`src/hw/rtl/aar_pkg.sv`:
```
// Shared types, constants and functions of the axis-angle rotation matrix block
`timescale 1ns / 1ps
package aar_pkg;

  localparam int COORD_WIDTH  = 16;
  localparam int ANGLE_WIDTH  = 16;
  localparam int ENTRY_WIDTH  = 16;
  localparam int ONE_Q14      = 16384;

  // Normalisation datapath widths
  localparam int MAG_WIDTH    = COORD_WIDTH;
  localparam int N2_WIDTH     = 2 * COORD_WIDTH;
  localparam int RAD_WIDTH    = N2_WIDTH + 28;
  localparam int SQRT_STAGES  = RAD_WIDTH / 2;
  localparam int ROOT_WIDTH   = SQRT_STAGES;
  localparam int REM_WIDTH    = ROOT_WIDTH + 4;
  localparam int DIV_STAGES   = ENTRY_WIDTH - 1;
  localparam int DVD_WIDTH    = MAG_WIDTH + 28;

  // Sine and cosine datapath widths
  localparam int CORDIC_STEPS = 16;
  localparam int XY_WIDTH     = 34;
  localparam int Z_WIDTH      = 32;
  localparam logic signed [XY_WIDTH-1:0] CORDIC_GAIN = 34'sd652032874;

  // Products and result
  localparam int UU_WIDTH     = 2 * ENTRY_WIDTH;
  localparam int OMC_WIDTH    = XY_WIDTH + 1;
  localparam int US_WIDTH     = ENTRY_WIDTH + XY_WIDTH;
  localparam int SUM_WIDTH    = 64;

  // Accept edge to the edge that samples out_valid high
  localparam int LATENCY      = 2 + SQRT_STAGES + DIV_STAGES + CORDIC_STEPS + 3;

  typedef struct packed {
    logic signed [COORD_WIDTH-1:0] axis_x;
    logic signed [COORD_WIDTH-1:0] axis_y;
    logic signed [COORD_WIDTH-1:0] axis_z;
    logic [ANGLE_WIDTH-1:0]        angle_turns;
  } in_t;

  typedef struct packed {
    logic signed [ENTRY_WIDTH-1:0] r00;
    logic signed [ENTRY_WIDTH-1:0] r01;
    logic signed [ENTRY_WIDTH-1:0] r02;
    logic signed [ENTRY_WIDTH-1:0] r10;
    logic signed [ENTRY_WIDTH-1:0] r11;
    logic signed [ENTRY_WIDTH-1:0] r12;
    logic signed [ENTRY_WIDTH-1:0] r20;
    logic signed [ENTRY_WIDTH-1:0] r21;
    logic signed [ENTRY_WIDTH-1:0] r22;
    logic                          zero_axis;
  } out_t;

  // Unit axis leaving the normaliser
  typedef struct packed {
    logic signed [ENTRY_WIDTH-1:0] ux;
    logic signed [ENTRY_WIDTH-1:0] uy;
    logic signed [ENTRY_WIDTH-1:0] uz;
    logic [ANGLE_WIDTH-1:0]        angle;
    logic                          zero;
  } unit_t;

  // Unit axis with cosine and sine in Q30
  typedef struct packed {
    unit_t                      u;
    logic signed [XY_WIDTH-1:0] cs;
    logic signed [XY_WIDTH-1:0] sn;
  } trig_t;

  // Arctangent of 2^-i in units of 2^-32 turn
  function automatic logic [Z_WIDTH-1:0] atan_turns(input logic [3:0] idx);
    logic [Z_WIDTH-1:0] r;
    case (idx)
      4'd0:    r = 32'h20000000;
      4'd1:    r = 32'h12E4051E;
      4'd2:    r = 32'h09FB385B;
      4'd3:    r = 32'h051111D4;
      4'd4:    r = 32'h028B0D43;
      4'd5:    r = 32'h0145D7E1;
      4'd6:    r = 32'h00A2F61E;
      4'd7:    r = 32'h00517C55;
      4'd8:    r = 32'h0028BE53;
      4'd9:    r = 32'h00145F2F;
      4'd10:   r = 32'h000A2F98;
      4'd11:   r = 32'h000517CC;
      4'd12:   r = 32'h00028BE6;
      4'd13:   r = 32'h000145F3;
      4'd14:   r = 32'h0000A2FA;
      4'd15:   r = 32'h0000517D;
      default: r = '0;
    endcase
    return r;
  endfunction

  // Round a Q58 sum to Q1.14, halves upward, and saturate
  function automatic logic signed [ENTRY_WIDTH-1:0] to_q14(
      input logic signed [SUM_WIDTH-1:0] sum);
    logic signed [SUM_WIDTH-1:0] r;
    logic signed [ENTRY_WIDTH-1:0] o;
    r = (sum + (64'sd1 <<< 43)) >>> 44;
    if (r > 64'sd16384) begin
      o = 16'sd16384;
    end else if (r < -64'sd16384) begin
      o = -16'sd16384;
    end else begin
      o = r[ENTRY_WIDTH-1:0];
    end
    return o;
  endfunction

endpackage

```
`src/hw/rtl/aar_cordic.sv`:
```
// Pipelined rotation-mode CORDIC giving cosine and sine of the angle
`timescale 1ns / 1ps
module aar_cordic (
  input  logic           clk,
  input  logic           rst_n,
  input  logic           in_valid,
  input  aar_pkg::unit_t in_unit,
  output logic           out_valid,
  output aar_pkg::trig_t out_trig
);

  typedef struct packed {
    aar_pkg::unit_t                      u;
    logic [1:0]                          quad;
    logic signed [aar_pkg::XY_WIDTH-1:0] x;
    logic signed [aar_pkg::XY_WIDTH-1:0] y;
    logic signed [aar_pkg::Z_WIDTH-1:0]  z;
  } cr_t;

  cr_t  cr_r   [0:aar_pkg::CORDIC_STEPS-1];
  logic cr_v_r [0:aar_pkg::CORDIC_STEPS-1];
  cr_t  cr_init;

  // Split the turn count into quadrant and residual
  always_comb begin
    logic [31:0] a32;
    a32 = {in_unit.angle, (32 - aar_pkg::ANGLE_WIDTH)'(0)};
    cr_init.u    = in_unit;
    cr_init.quad = a32[31:30];
    cr_init.x    = aar_pkg::CORDIC_GAIN;
    cr_init.y    = '0;
    cr_init.z    = {2'b00, a32[29:0]};
  end

  for (genvar i = 0; i < aar_pkg::CORDIC_STEPS; i++) begin : g_step
    cr_t  src;
    logic src_v;
    cr_t  step_nxt;

    if (i == 0) begin : g_first
      assign src   = cr_init;
      assign src_v = in_valid;
    end else begin : g_next
      assign src   = cr_r[i-1];
      assign src_v = cr_v_r[i-1];
    end

    // Rotate towards zero residual angle
    always_comb begin
      logic signed [aar_pkg::XY_WIDTH-1:0] dx;
      logic signed [aar_pkg::XY_WIDTH-1:0] dy;
      logic signed [aar_pkg::Z_WIDTH-1:0]  at;
      dx = src.y >>> i;
      dy = src.x >>> i;
      at = aar_pkg::atan_turns(4'(i));
      step_nxt = src;
      if (!src.z[aar_pkg::Z_WIDTH-1]) begin
        step_nxt.x = src.x - dx;
        step_nxt.y = src.y + dy;
        step_nxt.z = src.z - at;
      end else begin
        step_nxt.x = src.x + dx;
        step_nxt.y = src.y - dy;
        step_nxt.z = src.z + at;
      end
    end

    always_ff @(posedge clk) begin
      if (!rst_n) begin
        cr_v_r[i] <= 1'b0;
      end else begin
        cr_v_r[i] <= src_v;
      end
      cr_r[i] <= step_nxt;
    end
  end

  // Map the residual result back by quarter turns
  always_comb begin
    cr_t last;
    last = cr_r[aar_pkg::CORDIC_STEPS-1];
    out_trig.u = last.u;
    case (last.quad)
      2'd0: begin
        out_trig.cs = last.x;
        out_trig.sn = last.y;
      end
      2'd1: begin
        out_trig.cs = -last.y;
        out_trig.sn = last.x;
      end
      2'd2: begin
        out_trig.cs = -last.x;
        out_trig.sn = -last.y;
      end
      default: begin
        out_trig.cs = last.y;
        out_trig.sn = -last.x;
      end
    endcase
  end

  assign out_valid = cr_v_r[aar_pkg::CORDIC_STEPS-1];

endmodule

```
`config.mk`:
```
export PLATFORM = sky130hd
export DESIGN_NAME = aar_cordic
export DESIGN_NICKNAME = d
export VERILOG_FILES = /design/src/hw/rtl/aar_pkg.sv /design/src/hw/rtl/aar_cordic.sv
export SDC_FILE = /design/constraint.sdc
export NUM_CORES = 2
export LEC_CHECK = 0
export BUFFER_PORTS_ARGS = -buffer_cell sky130_fd_sc_hd__buf_2
export CAP_MARGIN = 20
export CORE_UTILIZATION = 45
export DETAILED_ROUTE_END_ITERATION = 12
export PLACE_DENSITY_LB_ADDON = 0.2
export SETUP_SLACK_MARGIN = 0.3
export SLEW_MARGIN = 20
export SYNTH_ARGS = -nofsm -noshare
export SYNTH_HDL_FRONTEND = slang
export SYNTH_SLANG_ARGS = --single-unit
```
`constraint.sdc`:
```
create_clock -name clk -period 8.2 [get_ports clk]
set_clock_uncertainty 0.2 [all_clocks]
set_input_delay 0.41 -clock clk [delete_from_list [all_inputs] [get_ports clk]]
set_output_delay 0.41 -clock clk [all_outputs]
set_load 0.05 [all_outputs]
```
==> results_tabular.tex <==
\begin{tabular}{lr}
\hline
Metric & Value \\
\hline
\multicolumn{2}{l}{\textbf{Setup path}} \\
CP Max Fanout & 8 \\
Worst reg2reg path startpoint & cr\_r[7][81]\$\_DFF\_P\_ \\
Endpoint arrival time on the critical path & 5750 ps \\
Worst r2r path cells & 20 \\
Data required time at the worst endpoint & 8800 ps \\
Start point of the critical path & cr\_r[7][81]\$\_DFF\_P\_ \\
Endpoint of the worst-slack reg-to-reg timing path & cr\_r[7][231]\$\_DFF\_P\_ \\
Kind of capture point of the worst setup path & register \\
Worst reg-to-reg setup slack & 3050 ps \\
WS Path Type & register to register \\
Category of the worst setup path launch point & register \\
\multicolumn{2}{l}{\textbf{Routing}} \\
Violation count after the first detailed-route iteration & 5418 \\
Routed Antenna Nets & 0 \\
Count of unresolved DRC violations after routing & 0 \\
DRT Wirelength & 292000 µm \\
Overall via count from detail\_route & 94000 \\
Ratio of routed vias to standard cells & 5.28 \\
1st-pass router iterations & 8 \\
Drt wl/cell & 16.4 µm \\
\multicolumn{2}{l}{\textbf{Yosys}} \\
Share of synthesized registers carrying an async set or reset & 0 \\
Leading post-synthesis cells by cell area & sky130\_fd\_sc\_hd\_\_dfxtp\_1, sky130\_fd\_sc\_hd\_\_ha\_1, sky130\_fd\_sc\_hd\_\_xnor2\_1 \\
Library cell occupying the most area in the post-synthesis netlist & sky130\_fd\_sc\_hd\_\_dfxtp\_1 \\
Yosys synthesis warning count & 0 \\
Synthesized cell area & 125000 µm² \\
Most repeated cell in the gate-level netlist after synthesis & sky130\_fd\_sc\_hd\_\_dfxtp\_1 \\
Fraction of synthesized cell area taken by the top area cell type & 0.384 \\
Primary FF master, synth & sky130\_fd\_sc\_hd\_\_dfxtp\_1 \\
Sequential-to-total area share from yosys stat & 0.384 \\
Post-synth EDFFs & 0 \\
Most instantiated cells after synthesis & sky130\_fd\_sc\_hd\_\_dfxtp\_1, sky130\_fd\_sc\_hd\_\_a21oi\_1, sky130\_fd\_sc\_hd\_\_ha\_1, sky130\_fd\_sc\_hd\_\_xnor2\_1, sky130\_fd\_sc\_hd\_\_nor2\_1 \\
Yosys reg bits & 2398 \\
Count of unique library cells instantiated by Yosys & 107 \\
Average cell area after synthesis & 9.23 µm² \\
Syn nets & 15000 \\
Cells after synthesis & 13500 \\
\multicolumn{2}{l}{\textbf{Clocking}} \\
Clock latency on the worst-skew pair & 920 ps \\
Root buf cell & sky130\_fd\_sc\_hd\_\_clkbuf\_16 \\
Longest Clk Path Bufs & 4 \\
H-tree depth reported by CTS & 5 \\
Number of cells upsized or downsized after cts & 0 \\
Number of buffers created by CTS & 270 \\
Clock transition at the registers of the reported paths & 60 ps \\
Clock sink total & 2398 \\
CTS tree & done \\
\multicolumn{2}{l}{\textbf{Placed design}} \\
Global placer's final weighted congestion & 0.923 \\
Count of placed standard cells including taps & 17200 \\
Half-perimeter wire length after detailed placement & 227000 µm \\
Placed instance area & 130000 µm² \\
Count of input and output buffers & 201 \\
Worst slack at placement & 3140 ps \\
\multicolumn{2}{l}{\textbf{Floorplan}} \\
Die Height & 529 µm \\
Placeable Area & 276000 µm² \\
Die Area & 280000 µm² \\
Chip width & 529 µm \\
Number of rows created at floorplan & 193 \\
I/O pin cnt & 202 \\
Starting density of the core & 0.452 \\
\multicolumn{2}{l}{\textbf{Worst hold path}} \\
Worst min path class & register to register \\
Hold path depth & 0 \\
Endpoint of the worst hold-timing path & cr\_r[6][126]\$\_DFF\_P\_ \\
Launch instance of the worst min-delay path & cr\_r[5][293]\$\_DFF\_P\_ \\
\multicolumn{2}{l}{\textbf{Timing}} \\
Number of max-slew violations in the final report & 0 \\
Period minus WS final & 5150 ps \\
Endpoints failing setup & 0 \\
Smallest setup slack after layout & 3050 ps \\
Tightest slew margin relative to the limit & 0.282 \\
Final worst path period share & 0.628 \\
Final Hold Vio Count & 0 \\
Setup repair after global routing missed its margin & no \\
Transition time of the tightest slew-check pin & 1070 ps \\
Fmax & 0.194 GHz \\
Post-Route Setup TNS & 0 ps \\
\multicolumn{2}{l}{\textbf{Global routing}} \\
Largest net degree at the start of global routing & 100 \\
Via count of the first global-routing pass & 88600 \\
GRT Overall Usage & 0.204 \\
Global-route wire length before repair & 470000 µm \\
Global-route congestion overflow total & 0 \\
Antenna violations before repair & 2 \\
\multicolumn{2}{l}{\textbf{Finish}} \\
Final net count & 15300 \\
Share of cells above drive strength 1 & 0.0602 \\
Final cell count without fillers & 17800 \\
Cell area after layout & 140000 µm² \\
Area added between synthesis and finish & 12.2\% \\
\multicolumn{2}{l}{\textbf{Status}} \\
Result of the run & finished, final reports clean \\
\multicolumn{2}{l}{\textbf{Run}} \\
Max-capacitance violation count & 0 \\
\hline
\end{tabular}
[repair_timing]
action	4_1_cts	5_1_grt
hold buffers	133	0
endpoints found under the hold margin	82	0
setup buffers	0	0
[worst max-delay path: stages (launching register included)]
cell and delay (ps):
sky130_fd_sc_hd__dfxtp_1 370, sky130_fd_sc_hd__inv_1 80, sky130_fd_sc_hd__ha_1 170, sky130_fd_sc_hd__nand2b_1 70
sky130_fd_sc_hd__or4_1 420, sky130_fd_sc_hd__nor2_1 230, sky130_fd_sc_hd__nand2_1 160, sky130_fd_sc_hd__or3_1 360
sky130_fd_sc_hd__nor4_1 300, sky130_fd_sc_hd__nor3_1 260, sky130_fd_sc_hd__nor2_1 190, sky130_fd_sc_hd__ha_1 310
sky130_fd_sc_hd__a21o_1 220, sky130_fd_sc_hd__a31oi_1 230, sky130_fd_sc_hd__nand2_1 100, sky130_fd_sc_hd__o211ai_1 230
sky130_fd_sc_hd__a31oi_1 140, sky130_fd_sc_hd__or4_1 510, sky130_fd_sc_hd__a31o_1 230, sky130_fd_sc_hd__a21oi_1 170
sky130_fd_sc_hd__xnor2_1 130
[registers in the layout, indices dropped and copies added (netlist names)]
name    cells
cr_r     2382
cr_v_r     16
[metal layers]
metal / GRT usage / wire (µm)
met5: 0 / 0
met4: 0.0627 / 8590
met3: 0.0252 / 11500
met2: 0.350 / 137000
met1: 0.264 / 135000
[cells by family (layout without fill, tap and decap cells)]
kind of cell    after synthesis  after routing  synth area share
compound gates             3724           3724             0.187
simple gates               3348           3348             0.130
flops                      2398           2398             0.384
xor+xnor                   1815           1815             0.127
fa+ha+maj                  1344           1344             0.137
buf+inv                     817           1370            0.0265
mux                          98             98           0.00855
other cells                   0              3                 0
[worst max-delay path by stage]
stage	depth (start not counted)	end	slack (ps)
detailed placement	20	cr_r[7][231]$_DFF_P_	3140
finish	20	cr_r[7][231]$_DFF_P_	3050
floorplan	18	cr_r[1][29]$_DFF_P_	3240
CTS	20	cr_r[7][231]$_DFF_P_	3100
global placement	20	cr_r[7][231]$_DFF_P_	3210
global route	18	cr_r[6][231]$_DFF_P_	2630
[layout make-up]
cell class	count	area (µm²)
well taps	3705	4640
fillers	25900	136000
inverters	506	1900
repair buffers	374	2640
flip-flops and latches	2398	48000
multi-input cells	10300	73700
clock inverters	131	1830
clock buffers	359	7550
diodes	3	7.51
[stage by stage]
stage,utilization,hold slack (ps)
5_1_grt,0.508,117
6_report,0.508,112
3_5_place_dp,0.469,112
3_3_place_gp,0.469,110
4_1_cts,0.508,109
2_1_floorplan,-,110
[placed cells by master, fill, tap and decap left out, types with 51 or more instances in the layout]
| cell type | synthesis | layout |
|---|---|---|
| sky130_fd_sc_hd__xnor2_1 | 1197 | 1197 |
| sky130_fd_sc_hd__dlygate4sd3_1 | 0 | 133 |
| sky130_fd_sc_hd__a211oi_1 | 104 | 102 |
| sky130_fd_sc_hd__o21ai_1 | 118 | 118 |
| sky130_fd_sc_hd__and2_1 | 85 | 85 |
| sky130_fd_sc_hd__a21o_1 | 587 | 587 |
| sky130_fd_sc_hd__mux2_2 | 51 | 51 |
| sky130_fd_sc_hd__nor3_1 | 316 | 316 |
| sky130_fd_sc_hd__nand3_1 | 192 | 192 |
| sky130_fd_sc_hd__clkbuf_16 | 0 | 273 |
| sky130_fd_sc_hd__a31oi_1 | 145 | 145 |
| sky130_fd_sc_hd__o21a_1 | 201 | 201 |
| sky130_fd_sc_hd__inv_1 | 502 | 502 |
| sky130_fd_sc_hd__nand2b_1 | 218 | 218 |
| sky130_fd_sc_hd__nor2b_1 | 205 | 205 |
| sky130_fd_sc_hd__xor2_1 | 618 | 618 |
| sky130_fd_sc_hd__nor2_1 | 1144 | 1144 |
| sky130_fd_sc_hd__o31ai_1 | 66 | 66 |
| sky130_fd_sc_hd__ha_1 | 1306 | 1306 |
| sky130_fd_sc_hd__nor4_1 | 76 | 76 |
| sky130_fd_sc_hd__nand4_1 | 113 | 113 |
| sky130_fd_sc_hd__o21bai_1 | 150 | 150 |
| sky130_fd_sc_hd__nand2_1 | 623 | 623 |
| sky130_fd_sc_hd__or3_1 | 71 | 71 |
| sky130_fd_sc_hd__o21ai_0 | 524 | 524 |
| sky130_fd_sc_hd__and3_1 | 94 | 94 |
| sky130_fd_sc_hd__buf_2 | 4 | 201 |
| sky130_fd_sc_hd__dfxtp_1 | 2398 | 2382 |
| sky130_fd_sc_hd__a21oi_1 | 1378 | 1378 |
Power is left out: the tool's default activity adds up to more than one toggle a clock period on the data nets, which glitch-free logic cannot reach.
